## src/hdl/sdf_pkg.sv

```systemverilog
// ---------------------------------------------------------------------------
// sdf_pkg
// Types and constants shared by the state record deframer modules.
// ---------------------------------------------------------------------------
package sdf_pkg;

	// Header geometry.
	localparam int HEADER_BYTES = 48;
	localparam int HDR_POS_W    = 6;
	localparam logic [HDR_POS_W-1:0] HDR_LAST  = HDR_POS_W'(HEADER_BYTES - 1);
	localparam logic [HDR_POS_W-1:0] ID_BYTES  = 6'd6;   // magic and version
	localparam logic [HDR_POS_W-1:0] LEN_FIRST = 6'd24;  // first size byte
	localparam logic [HDR_POS_W-1:0] LEN_END   = 6'd44;  // one past last size byte

	// Field kinds as reported on the result stream.
	localparam logic [3:0] KIND_HEADER  = 4'd0;
	localparam logic [3:0] KIND_OWNER   = 4'd1;
	localparam logic [3:0] KIND_TARGET  = 4'd2;
	localparam logic [3:0] KIND_SCOPE   = 4'd3;
	localparam logic [3:0] KIND_KEYLEN  = 4'd4;
	localparam logic [3:0] KIND_VALLEN  = 4'd5;
	localparam logic [3:0] KIND_KEY     = 4'd6;
	localparam logic [3:0] KIND_VALUE   = 4'd7;
	localparam logic [3:0] KIND_PAYLOAD = 4'd8;
	localparam logic [3:0] KIND_DISCARD = 4'd9;

	// Frame status codes.
	localparam logic [2:0] ST_OK          = 3'd0;
	localparam logic [2:0] ST_BAD_MAGIC   = 3'd1;
	localparam logic [2:0] ST_BAD_VERSION = 3'd2;
	localparam logic [2:0] ST_TRUNCATED   = 3'd3;
	localparam logic [2:0] ST_MISMATCH    = 3'd4;

	// Configuration registers.
	localparam int CFG_IDX_W = 1;
	localparam logic [CFG_IDX_W-1:0] CFG_MAGIC   = 1'd0;
	localparam logic [CFG_IDX_W-1:0] CFG_VERSION = 1'd1;
	localparam logic [31:0] MAGIC_RESET   = 32'h4D4F4431;
	localparam logic [15:0] VERSION_RESET = 16'd1;

	localparam int OUT_TDATA_W = 48;

	typedef struct packed {
		logic [31:0] magic;
		logic [15:0] version;
	} cfg_regs_t;

	typedef struct packed {
		logic [3:0]  kind;
		logic [7:0]  data;
		logic [31:0] idx;
		logic        last;
		logic [2:0]  status;
	} result_t;

endpackage

```

## src/hdl/sdf_cfg.sv

```systemverilog
// ---------------------------------------------------------------------------
// sdf_cfg
// Configuration registers: expected magic and expected version.
// ---------------------------------------------------------------------------
module sdf_cfg import sdf_pkg::*; (
	input  logic                 clk,
	input  logic                 arst_n,
	input  logic                 cfg_valid,
	input  logic [CFG_IDX_W-1:0] cfg_index,
	input  logic [31:0]          cfg_data,
	output logic                 cfg_ready,
	output cfg_regs_t            regs
);

	logic [31:0] magic_q;
	logic [15:0] version_q;

	// Writes complete in the cycle they are offered.
	assign cfg_ready = 1'b1;

	always_ff @(posedge clk or negedge arst_n) begin
		if (!arst_n) begin
			magic_q   <= MAGIC_RESET;
			version_q <= VERSION_RESET;
		end else if (cfg_valid) begin
			case (cfg_index)
				CFG_MAGIC:   magic_q   <= cfg_data;
				CFG_VERSION: version_q <= cfg_data[15:0];
				default: begin
				end
			endcase
		end
	end

	assign regs.magic   = magic_q;
	assign regs.version = version_q;

endmodule

```

## src/hdl/sdf_parser.sv

```systemverilog
// ---------------------------------------------------------------------------
// sdf_parser
// Per-byte parse state of the deframer and the tag of the current byte.
// ---------------------------------------------------------------------------
module sdf_parser import sdf_pkg::*; (
	input  logic      clk,
	input  logic      arst_n,
	input  logic      en,
	input  logic [7:0] in_byte,
	input  logic      is_last,
	input  cfg_regs_t cfg,
	output result_t   res
);

	typedef enum logic [9:0] {
		PH_HEADER  = 10'b0000000001,
		PH_OWNER   = 10'b0000000010,
		PH_TARGET  = 10'b0000000100,
		PH_SCOPE   = 10'b0000001000,
		PH_KEYLEN  = 10'b0000010000,
		PH_VALLEN  = 10'b0000100000,
		PH_KEY     = 10'b0001000000,
		PH_VALUE   = 10'b0010000000,
		PH_PAYLOAD = 10'b0100000000,
		PH_DISCARD = 10'b1000000000
	} phase_t;

	typedef struct packed {
		logic       found;
		logic [1:0] k;
	} str_pick_t;

	// First non-empty string at or after position s.
	function automatic str_pick_t pick_string(input logic [1:0] s, input logic [2:0] nz);
		str_pick_t p;
		p.found = 1'b0;
		p.k     = 2'd0;
		for (int i = 2; i >= 0; i--) begin
			if ((i >= int'(s)) && nz[i]) begin
				p.found = 1'b1;
				p.k     = 2'(i);
			end
		end
		return p;
	endfunction

	// Length words: owner, target, scope, entry count, payload size.
	phase_t                phase_q, phase_d;
	logic [HDR_POS_W-1:0]  hpos_q, hpos_d;
	logic [47:0]           hdr_q, hdr_d;
	logic [31:0]           len_q [5];
	logic [31:0]           len_d [5];
	logic [31:0]           fbl_q, fbl_d;
	logic [31:0]           cnt_q, cnt_d;
	logic [31:0]           pvl_q, pvl_d;
	logic [31:0]           seen_q, seen_d;
	logic [2:0]            err_q, err_d;

	logic                  req_str, req_val, req_ent;
	logic [1:0]            str_start;
	logic [31:0]           ent_cnt;
	logic [31:0]           fbl_dec;
	logic [HDR_POS_W-1:0]  off;
	logic [1:0]            lane;
	str_pick_t             pick;
	logic [2:0]            status;
	logic [3:0]            kind;

	always_comb begin
		phase_d   = phase_q;
		hpos_d    = hpos_q;
		hdr_d     = hdr_q;
		len_d     = len_q;
		fbl_d     = fbl_q;
		cnt_d     = cnt_q;
		pvl_d     = pvl_q;
		seen_d    = seen_q;
		err_d     = err_q;
		req_str   = 1'b0;
		req_val   = 1'b0;
		req_ent   = 1'b0;
		str_start = 2'd0;
		ent_cnt   = cnt_q;
		pick      = '0;
		off       = hpos_q - LEN_FIRST;
		lane      = hpos_q[1:0];
		fbl_dec   = (fbl_q != 32'd0) ? fbl_q - 32'd1 : fbl_q;

		case (phase_q)
			PH_HEADER: begin
				if (hpos_q < ID_BYTES)
					hdr_d[{hpos_q[2:0], 3'b000} +: 8] = in_byte;
				if ((hpos_q >= LEN_FIRST) && (hpos_q < LEN_END))
					len_d[off[4:2]][{off[1:0], 3'b000} +: 8] = in_byte;
				if (hpos_q >= HDR_LAST) begin
					hpos_d = '0;
					if (hdr_q[31:0] != cfg.magic) begin
						err_d   = ST_BAD_MAGIC;
						phase_d = PH_DISCARD;
					end else if (hdr_q[47:32] != cfg.version) begin
						err_d   = ST_BAD_VERSION;
						phase_d = PH_DISCARD;
					end else begin
						req_str   = 1'b1;
						str_start = 2'd0;
					end
				end else begin
					hpos_d = hpos_q + 6'd1;
				end
			end
			PH_OWNER: begin
				fbl_d = fbl_dec;
				if (fbl_dec == 32'd0) begin
					req_str   = 1'b1;
					str_start = 2'd1;
				end
			end
			PH_TARGET: begin
				fbl_d = fbl_dec;
				if (fbl_dec == 32'd0) begin
					req_str   = 1'b1;
					str_start = 2'd2;
				end
			end
			PH_SCOPE: begin
				fbl_d = fbl_dec;
				if (fbl_dec == 32'd0) begin
					req_str   = 1'b1;
					str_start = 2'd3;
				end
			end
			PH_KEYLEN: begin
				// The key length collects in the byte counter register.
				fbl_d[{lane, 3'b000} +: 8] = in_byte;
				if (lane == 2'd3) begin
					hpos_d  = '0;
					pvl_d   = '0;
					phase_d = PH_VALLEN;
				end else begin
					hpos_d = {4'b0000, lane} + 6'd1;
				end
			end
			PH_VALLEN: begin
				pvl_d[{lane, 3'b000} +: 8] = in_byte;
				if (lane == 2'd3) begin
					hpos_d = '0;
					if (fbl_q != 32'd0)
						phase_d = PH_KEY;
					else
						req_val = 1'b1;
				end else begin
					hpos_d = {4'b0000, lane} + 6'd1;
				end
			end
			PH_KEY: begin
				fbl_d = fbl_dec;
				if (fbl_dec == 32'd0)
					req_val = 1'b1;
			end
			PH_VALUE: begin
				fbl_d = fbl_dec;
				if (fbl_dec == 32'd0) begin
					req_ent = 1'b1;
					ent_cnt = cnt_q + 32'd1;
				end
			end
			PH_PAYLOAD: begin
				if (seen_q != 32'hFFFF_FFFF)
					seen_d = seen_q + 32'd1;
			end
			PH_DISCARD: begin
			end
			default: begin
			end
		endcase

		// Start of a value, or next entry when the value is empty.
		if (req_val) begin
			if (pvl_d != 32'd0) begin
				phase_d = PH_VALUE;
				fbl_d   = pvl_d;
			end else begin
				req_ent = 1'b1;
				ent_cnt = cnt_q + 32'd1;
			end
		end

		// Next non-empty string, or the metadata when none is left.
		if (req_str) begin
			pick = pick_string(str_start,
				{len_d[2] != 32'd0, len_d[1] != 32'd0, len_d[0] != 32'd0});
			if (pick.found) begin
				case (pick.k)
					2'd0: begin
						phase_d = PH_OWNER;
						fbl_d   = len_d[0];
					end
					2'd1: begin
						phase_d = PH_TARGET;
						fbl_d   = len_d[1];
					end
					default: begin
						phase_d = PH_SCOPE;
						fbl_d   = len_d[2];
					end
				endcase
			end else begin
				req_ent = 1'b1;
			end
		end

		// Next metadata entry, or the payload once all are done.
		if (req_ent) begin
			cnt_d = ent_cnt;
			if (ent_cnt < len_d[3]) begin
				phase_d = PH_KEYLEN;
				hpos_d  = '0;
				fbl_d   = '0;
			end else begin
				phase_d = PH_PAYLOAD;
			end
		end
	end

	always_comb begin
		if (err_d != ST_OK)
			status = err_d;
		else if (phase_d != PH_PAYLOAD)
			status = ST_TRUNCATED;
		else if (seen_d != len_d[4])
			status = ST_MISMATCH;
		else
			status = ST_OK;
	end

	always_comb begin
		case (phase_q)
			PH_HEADER:  kind = KIND_HEADER;
			PH_OWNER:   kind = KIND_OWNER;
			PH_TARGET:  kind = KIND_TARGET;
			PH_SCOPE:   kind = KIND_SCOPE;
			PH_KEYLEN:  kind = KIND_KEYLEN;
			PH_VALLEN:  kind = KIND_VALLEN;
			PH_KEY:     kind = KIND_KEY;
			PH_VALUE:   kind = KIND_VALUE;
			PH_PAYLOAD: kind = KIND_PAYLOAD;
			default:    kind = KIND_DISCARD;
		endcase
	end

	assign res.kind   = kind;
	assign res.data   = in_byte;
	assign res.idx    = ((phase_q == PH_KEYLEN) || (phase_q == PH_VALLEN) ||
		(phase_q == PH_KEY) || (phase_q == PH_VALUE)) ? cnt_q : 32'd0;
	assign res.last   = is_last;
	assign res.status = is_last ? status : ST_OK;

	// The last byte of a datagram returns the parser to its reset state.
	always_ff @(posedge clk or negedge arst_n) begin
		if (!arst_n) begin
			phase_q <= PH_HEADER;
			hpos_q  <= '0;
			hdr_q   <= '0;
			len_q   <= '{default: '0};
			fbl_q   <= '0;
			cnt_q   <= '0;
			pvl_q   <= '0;
			seen_q  <= '0;
			err_q   <= ST_OK;
		end else if (en) begin
			if (is_last) begin
				phase_q <= PH_HEADER;
				hpos_q  <= '0;
				hdr_q   <= '0;
				len_q   <= '{default: '0};
				fbl_q   <= '0;
				cnt_q   <= '0;
				pvl_q   <= '0;
				seen_q  <= '0;
				err_q   <= ST_OK;
			end else begin
				phase_q <= phase_d;
				hpos_q  <= hpos_d;
				hdr_q   <= hdr_d;
				len_q   <= len_d;
				fbl_q   <= fbl_d;
				cnt_q   <= cnt_d;
				pvl_q   <= pvl_d;
				seen_q  <= seen_d;
				err_q   <= err_d;
			end
		end
	end

endmodule

```

## src/hdl/sdf_outbuf.sv

```systemverilog
// ---------------------------------------------------------------------------
// sdf_outbuf
// Two-entry output buffer: result register plus skid register.
// ---------------------------------------------------------------------------
module sdf_outbuf import sdf_pkg::*; (
	input  logic    clk,
	input  logic    arst_n,
	input  logic    push,
	input  result_t din,
	output logic    in_ready,
	output logic    out_valid,
	input  logic    out_ready,
	output result_t dout
);

	result_t main_q, skid_q;
	logic    main_v_q, skid_v_q;
	logic    pop;

	assign pop       = main_v_q && out_ready;
	assign in_ready  = !skid_v_q;
	assign out_valid = main_v_q;
	assign dout      = main_q;

	always_ff @(posedge clk or negedge arst_n) begin
		if (!arst_n) begin
			main_v_q <= 1'b0;
			skid_v_q <= 1'b0;
		end else if (pop) begin
			if (skid_v_q)
				skid_v_q <= 1'b0;
			else
				main_v_q <= push;
		end else if (push) begin
			if (main_v_q)
				skid_v_q <= 1'b1;
			else
				main_v_q <= 1'b1;
		end
	end

	always_ff @(posedge clk) begin
		if (pop) begin
			if (skid_v_q)
				main_q <= skid_q;
			else if (push)
				main_q <= din;
		end else if (push) begin
			if (main_v_q)
				skid_q <= din;
			else
				main_q <= din;
		end
	end

endmodule

```

## src/hdl/state_record_deframer.sv

```systemverilog
// ---------------------------------------------------------------------------
// state_record_deframer
// Byte-serial deframer that tags each datagram byte with its record field.
// ---------------------------------------------------------------------------
// Usage:
// Datagram bytes enter on the in_ stream, one byte per word, with in_tlast on
// the final byte. Each accepted word yields exactly one word on the out_
// stream: the byte, its field kind on out_tuser, the metadata entry number,
// and on the word that carries out_tlast the frame status.
// A word is tagged by the parse state in the cycle it is accepted and is
// registered in the result register, or the skid register while it is held.
// Throughput is one word per cycle while out_tready is high; the parse step
// is a single pass of counter and compare logic between the parse registers.
// A two-entry output buffer decouples the sides: while the receiver stalls,
// one more word is still accepted, then in_tready drops until a result is
// taken. The cfg_ channel sets the expected magic and version; it is always
// ready and is meant to be written only while no datagram is in progress.
// Reset returns the parser to the header phase, empties the output buffer
// and loads the register defaults.
// ---------------------------------------------------------------------------
module state_record_deframer import sdf_pkg::*; (
	input  logic                   clk,
	input  logic                   arst_n,
	// Input stream.
	input  logic                   in_tvalid,
	output logic                   in_tready,
	input  logic [7:0]             in_tdata,   // [7:0] in_byte
	input  logic                   in_tlast,   // is_last
	// Result stream.
	output logic                   out_tvalid,
	input  logic                   out_tready,
	output logic [OUT_TDATA_W-1:0] out_tdata,  // [7:0] out_byte, [39:8] entry_index,
	                                           // [42:40] status, [47:43] zero
	output logic [3:0]             out_tuser,  // [3:0] field_kind
	output logic                   out_tlast,  // frame_end
	// Configuration write channel.
	input  logic                   cfg_valid,
	output logic                   cfg_ready,
	input  logic [CFG_IDX_W-1:0]   cfg_index,
	input  logic [31:0]            cfg_data
);

	cfg_regs_t regs;
	result_t   res;
	result_t   res_out;
	logic      accept;

	// A byte is accepted whenever the output buffer has room for its result.
	assign accept = in_tvalid && in_tready;

	sdf_cfg u_cfg (
		.clk       (clk),
		.arst_n    (arst_n),
		.cfg_valid (cfg_valid),
		.cfg_index (cfg_index),
		.cfg_data  (cfg_data),
		.cfg_ready (cfg_ready),
		.regs      (regs)
	);

	// The parser advances only on an accepted byte.
	sdf_parser u_parser (
		.clk     (clk),
		.arst_n  (arst_n),
		.en      (accept),
		.in_byte (in_tdata),
		.is_last (in_tlast),
		.cfg     (regs),
		.res     (res)
	);

	sdf_outbuf u_outbuf (
		.clk       (clk),
		.arst_n    (arst_n),
		.push      (accept),
		.din       (res),
		.in_ready  (in_tready),
		.out_valid (out_tvalid),
		.out_ready (out_tready),
		.dout      (res_out)
	);

	// Pack the result word, lowest field first.
	assign out_tdata = {5'b00000, res_out.status, res_out.idx, res_out.data};
	assign out_tuser = res_out.kind;
	assign out_tlast = res_out.last;

endmodule

```

## config.mk

```make
export PLATFORM = sky130hd
export DESIGN_NAME = state_record_deframer
export DESIGN_NICKNAME = d
export VERILOG_FILES = /design/src/hdl/sdf_pkg.sv /design/src/hdl/sdf_cfg.sv /design/src/hdl/sdf_parser.sv /design/src/hdl/sdf_outbuf.sv /design/src/hdl/state_record_deframer.sv
export SDC_FILE = /design/constraint.sdc
export NUM_CORES = 1
export LEC_CHECK = 0
export BUFFER_PORTS_ARGS = -buffer_cell sky130_fd_sc_hd__buf_4
export CAP_MARGIN = 5
export CORE_AREA = 2 2 317 256
export CTS_CLUSTER_DIAMETER = 60
export DETAILED_ROUTE_END_ITERATION = 10
export DIE_AREA = 0 0 319 258
export GPL_TIMING_DRIVEN = 1
export PLACE_DENSITY = 0.56
export SYNTH_ARGS = -nofsm -noshare
export SYNTH_HDL_FRONTEND = slang
export SYNTH_SLANG_ARGS = --single-unit
```

## constraint.sdc

```tcl
create_clock -name clk -period 7.7 [get_ports clk]
set_clock_uncertainty 0.1 [all_clocks]
set_input_delay 1.54 -clock clk [delete_from_list [all_inputs] [get_ports clk]]
set_output_delay 1.54 -clock clk [all_outputs]
set_load 0.005 [all_outputs]
```

==> qor.csv <==
stage,metric,value,unit
grt,grt_use_met3,0.0762,
setup_path,crit_type,reg2reg,
hold_path,min_path_type,reg2reg,
yosys,synth.area.top_cells,"dfrtp_1, edfxtp_1, nand2_1",
cts,clk_pin_slew,0.07,ns
cts,clk_path_buf_depth,3,
setup_path,slowest_stage,or4b_4,
cts,cts_tree,built,
setup_path,max_stage_delay,0.52,ns
cts,post_cts_buffers,0,
routing,viasPerCell,6.28,
routing,drt_pass1_iterations,6,
finish,fin_nets,3697,
hold_path,min_to,u_parser.len_q[23],
routing,vias,29500,
pwr,vdd.ir_drop.worst,221,uV
sta,fin_tns_setup,0,ns
pwr,p_clk_frac,0.299,
floorplan,ios,103,
cts,cts.sinks,501,
pwr,p_switching,3610,uW
grt,grtUsageMet2,0.398,
cts,h-tree-depth,2,
pwr,powerDensity,265,nW/um^2
grt,grt.total_usage,0.293,
finish,area_growth,14.6,%
pwr,power_frac_comb,0.326,
finish,nFillCells,7726,
finish,finalCoreUtilization,0.453,
yosys,synth_cell_types,99,
pwr,p_sw_frac,0.377,
setup_path,worstPathRequired,8.09,ns
placed_design,dp.final_hpwl,90400,um
yosys,synth.avg_cell_area,8.93,um^2
grt,grt_pass1_wl,184000,um
sta,setup_viol,0,
setup_path,rr_worst_depth,29,
cts,cts_made_buffers,59,
setup_path,end_kind,flip-flop,
grt,grt.overflow.total,0,
yosys,syn_area,31500,um^2
setup_path,cp-start-kind,flip-flop,
grt,grt_pass1_vias,27300,
floorplan,rows,93,
grt,global_route.usage.met1,0.449,
pwr,p_leak,0.0147,uW
sta,tightest_slew,1.21,ns
routing,wl,124000,um
floorplan,die_area,82300,um^2
setup_path,worstReg2RegStart,u_parser.fbl_q[1],
yosys,synth_edf_count,96,
finish,multi_input_comb_area,17300,um^2
job,cap_violations,0,
hold_path,whs_path_depth,2,
yosys,yosys_warnings,0,
placed_design,gp_congestion,1.01,
routing,drc,0,
floorplan,dieHeight,258,um
cts,clock_latency,0.67,ns
hold_path,hp-start,u_parser.len_q[23],
yosys,yosysTopAreaCell,dfrtp_1,
grt,grt_max_degree,154,
routing,wire_per_inst,26.4,um
yosys,syn_inst,3524,
sta,period_share,0.934,
placed_design,io_buffers,96,
floorplan,fp.dieW,319,um
yosys,yosysTopAreaCellShare,0.309,
pwr,p_int,5960,uW
routing,postRouteAntennaNets,0,
cts,cts_resized,0,
setup_path,cp.arrival,7.58,ns
setup_path,reg2reg_slack,0.51,ns
sta,slew_viol_final,0,
floorplan,fp.coreArea,79600,um^2
yosys,yosysMostFrequentCell,nand2_1,
sta,fin_crit,7.19,ns
setup_path,reg2reg_to,u_outbuf.skid_q[1],
cts,clock-root-buffer,clkbuf_16,
grt,grt_antenna_before_repair,4,
sta,rsz0062_at_grt,no,
cts,cts_hold_buf,0,
finish,register_area,13000,um^2
yosys,synth_common_cells,"nand2_1, dfrtp_1, o21ai_0",
run_status,status,"complete, no violations",
sta,slew-limit-headroom,0.184,
setup_path,crit_fanout,10,
setup_path,crit_path_frequent_cell,buf_4,
routing,drt_iter0_drc,4177,
yosys,async_flop_share,0.808,
yosys,synthFlopType,dfrtp_1,
sta,hold_viol_final,0,
pwr,seqPwrFrac,0.375,
floorplan,start_util,0.396,
yosys,synth-seq-cells,501,
finish,drive_above_1_share,0.154,
grt,grt.busiest_layer,met1,
yosys,ys_seq_area_frac,0.414,
sta,timing.fmax,0.139,GHz
[per-layer routing]
metal  up-vias  share of wire
met2      1604           0.40
met5         -        0.00010
li1      13200              -
met1     14400           0.46
met4         2          0.032
met3       243           0.11
[layout make-up]
class,instances,area share
Antenna cell,1,0.0000694
Clock buffer,82,0.0473
Clock inverter,25,0.00711
Inverter,34,0.00354
Multi-Input combinational cell,2712,0.480
Sequential cell,501,0.361
Tap cell,1045,0.0362
Timing Repair Buffer,301,0.0646
[critical path: cells and delay by family (launching register included)]
family | cells | cell delay [ns]
xor+xnor | 1 | 0.15
flops | 1 | 0.43
fa+ha+maj | 2 | 0.45
compound gates | 9 | 2.02
buf+inv | 7 | 1.28
simple gates | 10 | 2.55
[metrics by stage]
step | power, uW | instances | setup WS (ns) | hold slack, ns | cell area (um^2)
global route | 9980 | 4700 | 0.0183 | 0.408 | 36100
global placement | 6630 | 4592 | 0.146 | 0.358 | 34100
CTS | 9510 | 4699 | 0.593 | 0.380 | 36100
finish | 9570 | 4701 | 0.510 | 0.372 | 36100
floorplan | 5280 | 3528 | 0.584 | 0.342 | 31500
detailed placement | 6640 | 4592 | 0.163 | 0.367 | 34100
[cells by family (layout without fill, tap and decap cells)]
family                     count (synthesis)  count (layout)  synth area share
and+or+nand+nor                         1264            1264             0.201
adders and majority gates                 42              42            0.0166
xor gates and xnor gates                 132             132            0.0376
DFF                                      501             501             0.414
other                                      2               7          0.000239
AOI/OAI and AO/OA                       1081            1081             0.227
muxes                                    187             187            0.0632
buffers and inverters                    315             442            0.0398
[power groups by stage]
stage	Combinational [uW]	Sequential, uW	Clock [uW]
floorplan	1760	3520	0
global placement	3020	3620	0
detailed placement	3010	3620	0
CTS	3030	3580	2900
global route	3330	3640	3000
finish	3120	3590	2860
[worst max path at each step]
stage                                   from                  to  cells after the start
after floorplan           u_parser.hpos_q[0]  u_parser.fbl_q[21]                     31
after global placement           in_tdata[1]    u_outbuf.dout[1]                     27
after detailed placement         in_tdata[1]    u_outbuf.dout[0]                     26
after CTS                 u_parser.hpos_q[0]    u_outbuf.dout[0]                     27
after global routing      u_parser.hpos_q[0]  u_parser.fbl_q[13]                     28
final                      u_parser.fbl_q[1]  u_outbuf.skid_q[1]                     29
[registers in the layout, summed over array words and instances, names as in the netlist]
signal and flops:
u_parser.len_q 160, u_outbuf.dout 48, u_outbuf.skid_q 48, u_parser.hdr_q 48, u_cfg.magic_q 32, u_parser.cnt_q 32
u_parser.fbl_q 32, u_parser.pvl_q 32, u_parser.seen_q 32, u_cfg.version_q 16, u_parser.phase_q 10, u_parser.hpos_q 6
u_parser.err_q 3, u_outbuf.out_valid 1, u_outbuf.skid_v_q 1
[layout by cell type, fill, tap and decap left out, types with 13 or more instances in the layout]
cell type / instances
a211oi_1: 53
a22oi_1: 84
nor2b_1: 18
nor3_1: 74
a22o_1: 78
buf_4: 294
clkbuf_16: 61
ha_1: 41
a21boi_0: 47
nor2_1: 179
and2_1: 62
or3_1: 29
o21ai_0: 337
a31oi_1: 25
o2bb2ai_1: 13
a21o_1: 24
and4_1: 15
mux2_2: 93
nor4_1: 51
o211ai_1: 40
inv_1: 33
edfxtp_1: 96
nand2b_1: 16
a21oi_1: 159
o22ai_1: 21
nand2_1: 522
mux2i_1: 94
dfstp_2: 16
o21ai_1: 14
nand3_1: 72
xor2_1: 69
a221oi_1: 28
o22a_1: 13
xnor2_1: 61
nand4_1: 46
o31ai_1: 30
dfrtp_1: 389
or4_1: 30
and3_1: 44
(Power assumes the default switching activity.)
